File: src/rtl/core/spectral_peak_span_gate_core_macros.svh
// ---------------------------------------------------------------------------
// Assertion macros
// Shared concurrent check forms for the peak span gate RTL.
// ---------------------------------------------------------------------------
`ifndef SPECTRAL_PEAK_SPAN_GATE_CORE_MACROS_SVH
`define SPECTRAL_PEAK_SPAN_GATE_CORE_MACROS_SVH

// same-cycle implication
`define SPG_ASSERT_IMPLY(label, clk, rst, lhs, rhs) \
   label: assert property (@(posedge clk) disable iff (rst) (lhs) |-> (rhs)) \
      else $error("spg check failed");

// next-cycle implication
`define SPG_ASSERT_NEXT(label, clk, rst, lhs, rhs) \
   label: assert property (@(posedge clk) disable iff (rst) (lhs) |=> (rhs)) \
      else $error("spg check failed");

`endif

File: src/rtl/core/spg_pkg.sv
// ---------------------------------------------------------------------------
// Peak span gate package
// Shared constants and types of the peak span gate.
// ---------------------------------------------------------------------------
package spg_pkg;

   localparam int WINDOW_RADIUS_DEF = 8;
   localparam int SAMPLE_WIDTH_DEF  = 24;
   localparam int AMOUNT_W          = 17;
   localparam int SPAN_OUT_W        = 5;
   localparam int GATE_W            = 17;
   localparam logic [AMOUNT_W-1:0] AMOUNT_ONE = 17'd65536;
   localparam logic [AMOUNT_W-1:0] AMOUNT_MIN = 17'd66;

   typedef struct packed {
      logic shift;
      logic clear;
   } cell_ctrl_type;

endpackage

File: src/rtl/core/spg_cell.sv
// ---------------------------------------------------------------------------
// Peak span gate window cell
// One window slot: holds a bin and its squared magnitude, shifts from its
// neighbor, and flags whether it is louder than the center bin.
// ---------------------------------------------------------------------------
module spg_cell #(
   parameter int SW = spg_pkg::SAMPLE_WIDTH_DEF
) (
   input  logic                   clock,
   input  logic                   reset,
   input  spg_pkg::cell_ctrl_type ctrl,
   input  logic [SW-1:0]          nb_re,
   input  logic [SW-1:0]          nb_im,
   input  logic [2*SW-1:0]        nb_mag,
   input  logic                   nb_valid,
   input  logic [2*SW-1:0]        center_mag,
   output logic [SW-1:0]          re,
   output logic [SW-1:0]          im,
   output logic [2*SW-1:0]        mag,
   output logic                   valid,
   output logic                   louder
);
   import spg_pkg::*;

   logic [SW-1:0]   re_ff, re_in, im_ff, im_in;
   logic [2*SW-1:0] mag_ff, mag_in;
   logic            valid_ff, valid_in;

   always_comb begin
      re_in    = re_ff;
      im_in    = im_ff;
      mag_in   = mag_ff;
      valid_in = valid_ff;
      if (ctrl.clear) begin
         mag_in   = '0;
         valid_in = 1'b0;
      end else if (ctrl.shift) begin
         re_in    = nb_re;
         im_in    = nb_im;
         mag_in   = nb_mag;
         valid_in = nb_valid;
      end
   end

   always_ff @(posedge clock) begin
      re_ff <= re_in;
      im_ff <= im_in;
      if (reset) begin
         mag_ff   <= '0;
         valid_ff <= 1'b0;
      end else begin
         mag_ff   <= mag_in;
         valid_ff <= valid_in;
      end
   end

   assign re     = re_ff;
   assign im     = im_ff;
   assign mag    = mag_ff;
   assign valid  = valid_ff;
   assign louder = center_mag < mag_ff;

endmodule

File: config.mk
export PLATFORM = sky130hd
export DESIGN_NAME = spg_cell
export DESIGN_NICKNAME = d
export VERILOG_FILES = /design/src/rtl/core/spectral_peak_span_gate_core_macros.svh /design/src/rtl/core/spg_pkg.sv /design/src/rtl/core/spg_cell.sv
export SDC_FILE = /design/constraint.sdc
export NUM_CORES = 1
export LEC_CHECK = 0
export BUFFER_PORTS_ARGS = -buffer_cell sky130_fd_sc_hd__buf_2
export CAP_MARGIN = 10
export CORE_ASPECT_RATIO = 0.9
export CORE_MARGIN = 5
export CORE_UTILIZATION = 40
export CTS_CLUSTER_DIAMETER = 50
export CTS_CLUSTER_SIZE = 14
export DETAILED_ROUTE_END_ITERATION = 16
export GPL_ROUTABILITY_DRIVEN = 0
export PLACE_DENSITY = 0.74
export SKIP_LAST_GASP = 1
export SYNTH_ARGS = -nofsm -noshare
export SYNTH_HDL_FRONTEND = slang
export SYNTH_SLANG_ARGS = --single-unit
export TNS_END_PERCENT = 30
File: constraint.sdc
create_clock -name clock -period 3.55 [get_ports clock]
set_input_delay 0.1775 -clock clock [delete_from_list [all_inputs] [get_ports clock]]
set_output_delay 0.1775 -clock clock [all_outputs]
set_load 0.02 [all_outputs]
==> metrics.cfg <==
[power]
leakage_nw = 3.09
power_w = 0.00263
ir_drop_v = 0.000298
powerDensity_nw_per_um2 = 409

[clock_tree]
cts.htree.levels = 3
cts_root_buffer = clkbuf_16
cts.repair.resized = 0
clkLatencyLatePin_ns = 0.34
tritoncts = built
cts_buffers = 9
cts.sinks = 97
cts_buffer_depth = 2
path_clk_slew_ns = 0.07
cts_setup_buffers = 0

[cells_and_area]
fin_util_pct = 60.1
drive_above_1_share_pct = 40.1
nets = 861
nFillCells = 869
area_growth_pct = 48.8

[sta]
setup_viol = 0
fin_ws_ns = 1.06
fmax_mhz = 401
rsz0062_at_grt = false
finalCriticalPeriod_ns = 2.49
worstMarginPinSlew_ns = 1.00
final_max_slew_viol_count = 0
finalSetupTns_ns = 0
slew_headroom_pct = 33.1
hold_viol = 0
period_share_pct = 70.2
fin_hold_ws_ns = 0.0151
fin_skew_ns = 0

[grt]
grt_max_degree = 50
overflow = 0
grt_usage_pct = 19.8
antenna_found_initial = 0
grt_pass1_wl_um = 20100
grt_pass1_vias = 4101

[worst_setup_path]
r2r-start = mag[32]
end_kind = output pin
startpoint = mag[31]
path_class = reg2out
critPathLaunchType = register
crit_arrival_ns = 2.31
crit_required_ns = 3.37
worstPathMaxFanout = 3

[worst_hold_path]
min_path_type = in2reg
holdCritStartpoint = nb_re[3]

[routing]
wl_per_cell_um = 16.4
route.detailed.drc = 0
drtIter0Drc = 197
drtAntennaViolNets = 0
routed_wl_um = 13200
dr.pass1.iters = 4
routed_via_density = 4.74
via_count = 3813

[die]
die_area_um2 = 13000
die_h_um = 109
fp.dieW_um = 120
rows = 36
io_pins = 247
start_util_pct = 40.4
core_um2 = 10700

[synthesis]
syn_inst = 372
avgSynthCellArea_um2 = 11.6
synth-edff-count = 48
yosys_warnings = 0
seq_area_frac_synth_pct = 55.9
synth_fp_nets = 568
async_reset_ff_share_pct = 0
synth-main-ff-cell = dfxtp_1
synth.area.top_cells = edfxtp_1 33%, dfxtp_1 23%, ha_1 14%, mux2i_1 11%, nor2_1 4.6%
yosysUniqueCellTypes = 29
syn_area_um2 = 4330
synth_seq_cells = 97
synth_top_cell_by_area = edfxtp_1
synth_top_area_share_pct = 33.3

[run_status]
status = completed

[placed_design]
dpl.hpwl_um = 9550
pre_cts_ws_ns = 1.35
portBuffers = 246

[job]
max_cap_violations = 0

-- critical path, cell delays in order, from the launching register on --
cell     delay, ns
dfxtp_1       0.37
inv_1         0.06
ha_1          0.29
nand4_1       0.16
nor4_2        0.36
a22oi_1       0.11
a31oi_1       0.25
a211o_1       0.15
a31oi_1       0.04
buf_2         0.18
-- through the flow --
step,instances,cell area [um2]
2_1_floorplan,372,4330
3_3_place_gp,741,5700
3_5_place_dp,741,5700
4_1_cts,802,6430
5_1_grt,803,6440
6_report,804,6450
-- layout make-up --
type                            instances  area, um2  area share, %
Antenna cell                            1       2.50         0.0388
Sequential cell                        97       2420           37.6
Tap cell                              133        166           2.58
Multi-Input combinational cell        216       1690           26.2
Clock buffer                            9        225           3.49
Inverter                               47        176           2.74
Timing Repair Buffer                  294       1710           26.5
Clock inverter                          7       57.6          0.893
-- cells in the mapped netlist, types with 2 or more instances --
master    number
nor2_1        53
dfxtp_1       49
mux2i_1       49
edfxtp_1      48
ha_1          47
inv_1         47
a21oi_1       13
a21o_1        10
nand4_1        8
nand2_1        7
buf_2          6
clkbuf_1       5
o21ai_0        5
o21ai_1        3
a211oi_1       2
a21oi_2        2
a31oi_1        2
nand2b_1       2
nand3_1        2
nor3_1         2
or2_2          2
-- timing repair --
item                                    4_1_cts  5_1_grt
endpoints found under the setup margin        0        0
hold buffers                                 45        1
endpoints found under the hold margin        45        1
-- path summary, 6_finish.rpt --
check / endpoint / slack, ns / cells after the start
hold / removal: re[3] / 0.02 / 1
setup / recovery: louder / 1.06 / 9
setup reg to reg: mag[32] / 2.84 / 2
hold reg to reg: valid / 0.49 / 2
-- logic make-up after synthesis --
family	share of synthesized area, %
muxes	11.3
DFF	55.9
buffers and inverters	5.28
AOI/OAI and AO/OA	5.95
adders and majority gates	13.6
and+or+nand+nor	7.97
-- power by group --
part / internal (W) / switching [W] / leakage [nW] / total [W]
logic: 0.000205 / 0.000234 / 2.10 / 0.000439
registers: 0.00123 / 0.0000242 / 0.850 / 0.00126
clock network: 0.000488 / 0.000449 / 0.137 / 0.000937
total: 0.00193 / 0.000707 / 3.09 / 0.00263
-- placed cells by master (no fill, tap or decap), types with 2 or more instances in the layout --
cell type      instances
buf_2                246
or2_2                  2
nand2_1                7
o21ai_0                5
nor2_1                53
nor3_1                 2
a21oi_2                2
inv_6                  4
buf_4                  2
a21oi_1               13
a211oi_1               2
nand2b_1               2
a31oi_1                2
o21ai_1                3
a21o_1                10
dfxtp_1               49
nand3_1                2
mux2i_1               49
inv_1                 47
dlygate4sd3_1         46
clkbuf_16              9
nand4_1                8
ha_1                  47
edfxtp_1              48
-- layer usage --
| layer | track usage, % | vias to the layer above | routed length (um) |
|---|---|---|---|
| li1 | - | 1878 | - |
| met4 | 6.79 | 0 | 297 |
| met5 | 0 | - | 0 |
| met2 | 36.3 | 155 | 6870 |
| met1 | 21.0 | 1756 | 4930 |
| met3 | 7.68 | 24 | 1110 |
-- flip-flops by register name, indices dropped and copies added (netlist names) --
| register | flops |
|---|---|
| mag | 48 |
| im | 24 |
| re | 24 |
| valid | 1 |
(Power assumes the default switching activity.)
