**config.mk**
```make
export PLATFORM = sky130hd
export DESIGN_NAME = spg_gate
export DESIGN_NICKNAME = d
export VERILOG_FILES = /design/src/rtl/core/spectral_peak_span_gate_core_macros.svh /design/src/rtl/core/spg_pkg.sv /design/src/rtl/core/spg_gate.sv
export SDC_FILE = /design/constraint.sdc
export NUM_CORES = 2
export LEC_CHECK = 0
export BUFFER_PORTS_ARGS = -buffer_cell sky130_fd_sc_hd__buf_2
export CORE_UTILIZATION = 41
export DETAILED_ROUTE_END_ITERATION = 12
export GPL_TIMING_DRIVEN = 0
export HOLD_SLACK_MARGIN = 0.1
export SLEW_MARGIN = 20
export SYNTH_ARGS = -nofsm -noshare
export SYNTH_HDL_FRONTEND = slang
export SYNTH_SLANG_ARGS = --single-unit
```
**constraint.sdc**
```tcl
create_clock -name clock -period 30.2 [get_ports clock]
set_input_delay 6.04 -clock clock [delete_from_list [all_inputs] [get_ports clock]]
set_output_delay 6.04 -clock clock [all_outputs]
set_load 0.05 [all_outputs]
```
**src/rtl/core/spectral_peak_span_gate_core_macros.svh**
```systemverilog
// ---------------------------------------------------------------------------
// Assertion macros
// Shared concurrent check forms for the peak span gate RTL.
// ---------------------------------------------------------------------------
`ifndef SPECTRAL_PEAK_SPAN_GATE_CORE_MACROS_SVH
`define SPECTRAL_PEAK_SPAN_GATE_CORE_MACROS_SVH

// same-cycle implication
`define SPG_ASSERT_IMPLY(label, clk, rst, lhs, rhs) \
   label: assert property (@(posedge clk) disable iff (rst) (lhs) |-> (rhs)) \
      else $error("spg check failed");

// next-cycle implication
`define SPG_ASSERT_NEXT(label, clk, rst, lhs, rhs) \
   label: assert property (@(posedge clk) disable iff (rst) (lhs) |=> (rhs)) \
      else $error("spg check failed");

`endif

```
**src/rtl/core/spg_pkg.sv**
```systemverilog
// ---------------------------------------------------------------------------
// Peak span gate package
// Shared constants and types of the peak span gate.
// ---------------------------------------------------------------------------
package spg_pkg;

   localparam int WINDOW_RADIUS_DEF = 8;
   localparam int SAMPLE_WIDTH_DEF  = 24;
   localparam int AMOUNT_W          = 17;
   localparam int SPAN_OUT_W        = 5;
   localparam int GATE_W            = 17;
   localparam logic [AMOUNT_W-1:0] AMOUNT_ONE = 17'd65536;
   localparam logic [AMOUNT_W-1:0] AMOUNT_MIN = 17'd66;

   typedef struct packed {
      logic shift;
      logic clear;
   } cell_ctrl_type;

endpackage

```
**src/rtl/core/spg_gate.sv**
```systemverilog
// ---------------------------------------------------------------------------
// Peak span gate arithmetic
// Maps the amount to a span threshold and applies the inverted smoothstep
// gate to one bin over a four-stage pipeline.
// ---------------------------------------------------------------------------
module spg_gate #(
   parameter int RADIUS = spg_pkg::WINDOW_RADIUS_DEF,
   parameter int SW     = spg_pkg::SAMPLE_WIDTH_DEF,
   parameter int SPAN_W = $clog2(2*RADIUS+1)
) (
   input  logic                          clock,
   input  logic                          reset,
   input  logic [spg_pkg::AMOUNT_W-1:0]  amount,
   input  logic                          start,
   input  logic [SPAN_W-1:0]             span,
   input  logic [SW-1:0]                 bin_re,
   input  logic [SW-1:0]                 bin_im,
   input  logic                          last,
   output logic                          done,
   output logic [SW-1:0]                 out_re,
   output logic [SW-1:0]                 out_im,
   output logic [SPAN_W-1:0]             out_span,
   output logic                          out_last
);
   import spg_pkg::*;

   localparam int T1_W   = 37;
   localparam int T2_W   = T1_W + $clog2(2*RADIUS) + 1;
   localparam int THR_W  = T2_W - 19;
   localparam int DIF_W  = THR_W + 2;
   localparam int SS_W   = 34;
   localparam int C_W    = 18;
   localparam int P_W    = SS_W + C_W;
   localparam int X_W    = SW + GATE_W + 1;

   // threshold path
   logic [AMOUNT_W-1:0] a_sat;
   logic [T1_W-1:0]     t1_ff, t1_in;
   logic [THR_W-1:0]    thr_ff, thr_in;
   logic                small_ff, small_in;
   logic [T2_W-1:0]     t2;

   always_comb begin
      a_sat    = (amount > AMOUNT_ONE) ? AMOUNT_ONE : amount;
      small_in = a_sat < AMOUNT_MIN;
      t1_in    = T1_W'(a_sat) * (T1_W'(a_sat) * T1_W'(5) + T1_W'(196608));
      t2       = T2_W'(t1_ff) * T2_W'(2*RADIUS) + (T2_W'(1) << 18);
      thr_in   = THR_W'(t2 >> 19);
   end

   always_ff @(posedge clock) begin
      t1_ff    <= t1_in;
      thr_ff   <= thr_in;
      small_ff <= small_in;
   end

   // stage valid chain
   logic [3:0] v_ff, v_in;
   assign v_in = {v_ff[2:0], start};

   always_ff @(posedge clock) begin
      if (reset) v_ff <= '0;
      else       v_ff <= v_in;
   end

   // payload carried along
   logic [SW-1:0]     re_ff [3], im_ff [3];
   logic [SPAN_W-1:0] sp_ff [4];
   logic              lt_ff [4];

   // stage 1: difference and clamp
   logic signed [DIF_W-1:0] dif;
   logic [AMOUNT_W-1:0]     s1_ff, s1_in;
   logic                    pass1_ff, pass1_in;

   always_comb begin
      dif      = $signed({2'b00, thr_ff}) - $signed(DIF_W'(span) << 16);
      pass1_in = small_ff || (dif <= 0);
      if (pass1_in) s1_in = '0;
      else if ((dif >>> 1) > $signed(DIF_W'(AMOUNT_ONE))) s1_in = AMOUNT_ONE;
      else s1_in = AMOUNT_W'(dif >>> 1);
   end

   // stage 2: square and cubic coefficient
   logic [SS_W-1:0] ss_ff, ss_in;
   logic [C_W-1:0]  c_ff, c_in;
   logic            pass2_ff;

   always_comb begin
      ss_in = SS_W'(s1_ff) * SS_W'(s1_ff);
      c_in  = C_W'(196608) - (C_W'(s1_ff) << 1);
   end

   // stage 3: gate
   logic [P_W-1:0]    prod;
   logic [GATE_W-1:0] g_ff, g_in;

   always_comb begin
      prod = P_W'(ss_ff) * P_W'(c_ff) + (P_W'(1) << 31);
      g_in = pass2_ff ? AMOUNT_ONE : GATE_W'(AMOUNT_ONE - GATE_W'(prod >> 32));
   end

   // stage 4: apply
   logic signed [X_W-1:0] xr, xi;
   logic [SW-1:0]         or_ff, oi_ff;

   always_comb begin
      xr = $signed(X_W'($signed(re_ff[2]))) * $signed(X_W'(g_ff)) + X_W'(32768);
      xi = $signed(X_W'($signed(im_ff[2]))) * $signed(X_W'(g_ff)) + X_W'(32768);
   end

   always_ff @(posedge clock) begin
      re_ff[0] <= bin_re;    im_ff[0] <= bin_im;
      re_ff[1] <= re_ff[0];  im_ff[1] <= im_ff[0];
      re_ff[2] <= re_ff[1];  im_ff[2] <= im_ff[1];
      sp_ff[0] <= span;      lt_ff[0] <= last;
      sp_ff[1] <= sp_ff[0];  lt_ff[1] <= lt_ff[0];
      sp_ff[2] <= sp_ff[1];  lt_ff[2] <= lt_ff[1];
      sp_ff[3] <= sp_ff[2];  lt_ff[3] <= lt_ff[2];
      s1_ff    <= s1_in;
      pass1_ff <= pass1_in;
      ss_ff    <= ss_in;
      c_ff     <= c_in;
      pass2_ff <= pass1_ff;
      g_ff     <= g_in;
      or_ff    <= SW'(xr >>> 16);
      oi_ff    <= SW'(xi >>> 16);
   end

   assign done     = v_ff[3];
   assign out_re   = or_ff;
   assign out_im   = oi_ff;
   assign out_span = sp_ff[3];
   assign out_last = lt_ff[3];

endmodule

```
==> results_dict.tcl <==
set metrics [dict create \
    p_sw_w 0.00242 \
    root_buffer "clkbuf_16" \
    multi_input_area_um2 58500 \
    synth_top_area_frac 0.464 \
    hold_slack_ns 0.293 \
    crit_type "primary input to flip-flop" \
    critPathRequiredTime_ns 30.68 \
    instances_no_fill 10500 \
    die_width_um 427 \
    grt_usage 0.226 \
    setup-violations-final 0 \
    grt_pass1_vias 56500 \
    yosys.area_share.simple 0.148 \
    clk_pin_slew_ns 0.06 \
    synth-compound-area-share 0.0347 \
    viasPerCell 4.97 \
    peakVddDrop_v 0.0000671 \
    num_rows 155 \
    slew_headroom 0.175 \
    wl_per_cell_um 18.8 \
    overflow 0 \
    synth-edff-count 0 \
    critPathMaxFanout 11 \
    hp-class "flip-flop to flip-flop" \
    clock_power_share 0.112 \
    die_y_um 427 \
    netlist_area_um2 74100 \
    cpMostUsedCell "fa_1" \
    worstSetupStartpointType "primary input" \
    cts_tree "built" \
    regArea_um2 7050 \
    synth_top_family_by_area "adder cells" \
    outcome "finished, final reports clean" \
    fin_crit_sh 0.609 \
    drt-pass1-iter-count 6 \
    cpPeakStageDelay_ns 0.72 \
    worstSkewPairLatency_ns 0.66 \
    p_leak_nw 38.3 \
    synth-seq-cells 352 \
    synthTopCellsByArea "fa_1 46%, ha_1 11%, inv_1 10%, dfxtp_1 9.5%, nand2_1 5.9%" \
    antenna_found_initial 6 \
    fin_crit_ns 18.39 \
    tns_ns 0 \
    cts_buffers 42 \
    max_freq_mhz 54.4 \
    syn_to_final_growth_pct 6.85 \
    placed_cells 10500 \
    wirelength_um 199000 \
    vias 52400 \
    rsz0062_at_grt "false" \
    place.gp.congestion 0.943 \
    power_switching_share 0.515 \
    powerDensity_nw_per_um2 59.3 \
    post-route-util 0.442 \
    finalHoldViolCount 0 \
    yosysTopAreaCell "fa_1" \
    nets 10600 \
    grt_max_degree 15 \
    async_flop_share 0 \
    arrival_ns 18.87 \
    hpwlAfterDp_um 169000 \
    tightest_slew_ns 1.23 \
    worst_setup_path_end_kind "flip-flop" \
    ys.flop_type "dfxtp_1" \
    internal_power_w 0.00227 \
    synth_fa_ha_area_frac 0.578 \
    cts_buffer_depth 3 \
    synth_seq_area_share 0.0951 \
    cts_hold_buf 0 \
    critPathSlowestCell "xor2_1" \
    ctsResizeCount 0 \
    syn_inst 7969 \
    ios 129 \
    total_power_w 0.00469 \
    clock_skew_ns 0.0586 \
    port_buffers 126 \
    finalMaxSlewViolations 0 \
    cts.sinks 352 \
    muxShareOfSynthArea 0.00106 \
    synth_cell_types 88 \
    pwr-share-comb 0.743 \
    initial_core_util 0.414 \
    seqPwrFrac 0.145 \
    ys_warn_count 0 \
    die_area_um2 182000 \
    h-tree-depth 2 \
    cap_violations 0 \
    grt_pass1_wl_um 317000 \
    ant_nets 0 \
    drc 0 \
    avgSynthCellArea_um2 9.30 \
    detail_route.iter0.violations 3220 \
    design.core.area_um2 179000 \
    fillers 17500 \
    synth-xor-area-share 0.0266 \
    post_route_cells_drive_above_1_share 0.0311 \
    cts_setup_buffers 0 \
]
-- routing by layer --
layer,track usage,vias up,wire [um]
li1,-,23500,-
met3,0.0305,353,13400
met2,0.374,1691,93800
met5,0,-,21
met1,0.303,26800,84000
met4,0.0774,4,7400
-- critical path: cells and delay by family --
kind | cells | cell delay [ns]
AOI/OAI and AO/OA | 17 | 4.62
adders and majority gates | 10 | 4.24
buffers and inverters | 7 | 2.09
xor gates and xnor gates | 2 | 0.95
and+or+nand+nor | 4 | 0.90
-- final cells by class --
| cell class | instances | area share |
|---|---|---|
| antenna | 7 | 0.000221 |
| buffer | 294 | 0.0144 |
| clock buffer | 54 | 0.0142 |
| clock inverter | 22 | 0.00346 |
| inverter | 1998 | 0.0947 |
| multi-input combinational | 5331 | 0.739 |
| sequential | 352 | 0.0890 |
| tap | 2355 | 0.0372 |
| timing repair buffer | 127 | 0.00803 |
-- power by group through the flow --
| stage | clock network [W] | logic, W | registers [W] |
|---|---|---|---|
| floorplan | 0 | 0.00246 | 0.000762 |
| global placement | 0 | 0.00346 | 0.000691 |
| detailed placement | 0 | 0.00350 | 0.000692 |
| CTS | 0.000544 | 0.00354 | 0.000683 |
| global route | 0.000559 | 0.00399 | 0.000689 |
| finish | 0.000523 | 0.00349 | 0.000683 |
-- through the flow --
stage	setup WS (ns)	instance area, um^2
6_report	11.81	79200
5_1_grt	10.91	79200
4_1_cts	11.93	79200
3_5_place_dp	11.29	77800
3_3_place_gp	11.35	77700
2_1_floorplan	14.52	74100
-- worst paths after layout --
check | from | to | slack, ns | cells past startpoint
min | re_ff[0][18]$_DFF_P_ | re_ff[0][42]$_DFF_P_ | 0.29 | 0
max | amount[11] | t1_ff[36]$_DFF_P_ | 11.81 | 40
max reg2reg | c_ff[3]$_DFF_P_ | g_ff[15]$_SDFF_PP0_ | 21.12 | 26
min reg2reg | re_ff[0][18]$_DFF_P_ | re_ff[0][42]$_DFF_P_ | 0.29 | 0
-- synthesized netlist by cell type, drive strengths merged (7+ instances only) --
library cell and number:
and2 668, o211ai 10, nand2 1158, xnor2 168, a211oi 19, a311oi 7, nand3 47, ha 679
buf 9, nor4 13, nor3 28, o21ai 66, a21boi 8, nor2b 36, a31oi 12, clkbuf 285
o21a 19, nand2b 28, dfxtp 352, xor2 57, a21o 59, and3 24, a21oi 107, nor2 251
o21bai 16, or2 9, inv 1995, fa 1717, nand4 27
-- registers in the layout, indices dropped and copies added (netlist names), 4 cells and up --
register  count
im_ff        72
s1_ff        17
lt_ff         4
sp_ff        20
t1_ff        23
thr_ff       23
g_ff         17
c_ff         16
ss_ff        33
out_re       24
out_im       24
re_ff        72
v_ff          4
-- cell families (layout without fill, tap and decap cells) --
logic type      count (synthesis)  in the layout
buf+inv                      2292           2495
simple gates                 2313           2313
fa+ha+maj                    2396           2396
mux                             7              7
flops                         352            352
xor+xnor                      225            225
compound gates                382            382
other cells                     2             15
-- placed cells by master (no fill, tap or decap), types with 5 or more instances in the layout --
master and count:
conb_1 8, nor4_1 12, and2_1 666, fa_1 1717, nor3_1 26, a211oi_1 16
clkbuf_1 290, nand2b_1 28, nor2_1 251, diode_2 7, buf_1 7, nand2_1 1158
o31ai_1 5, o21bai_1 16, xor2_1 55, ha_1 679, a311oi_1 6, o21ai_0 64
a21oi_1 107, o211ai_1 10, clkbuf_8 5, nor2b_1 36, and3_1 21, o21a_1 19
or2_2 9, clkinv_4 9, nand4_1 26, buf_2 127, xnor2_1 164, dfxtp_1 352
a31oi_1 11, nand3_1 46, clkbuf_16 42, inv_1 1992, a21boi_0 8, a21o_1 55
Power figures use the tool's default switching activity.
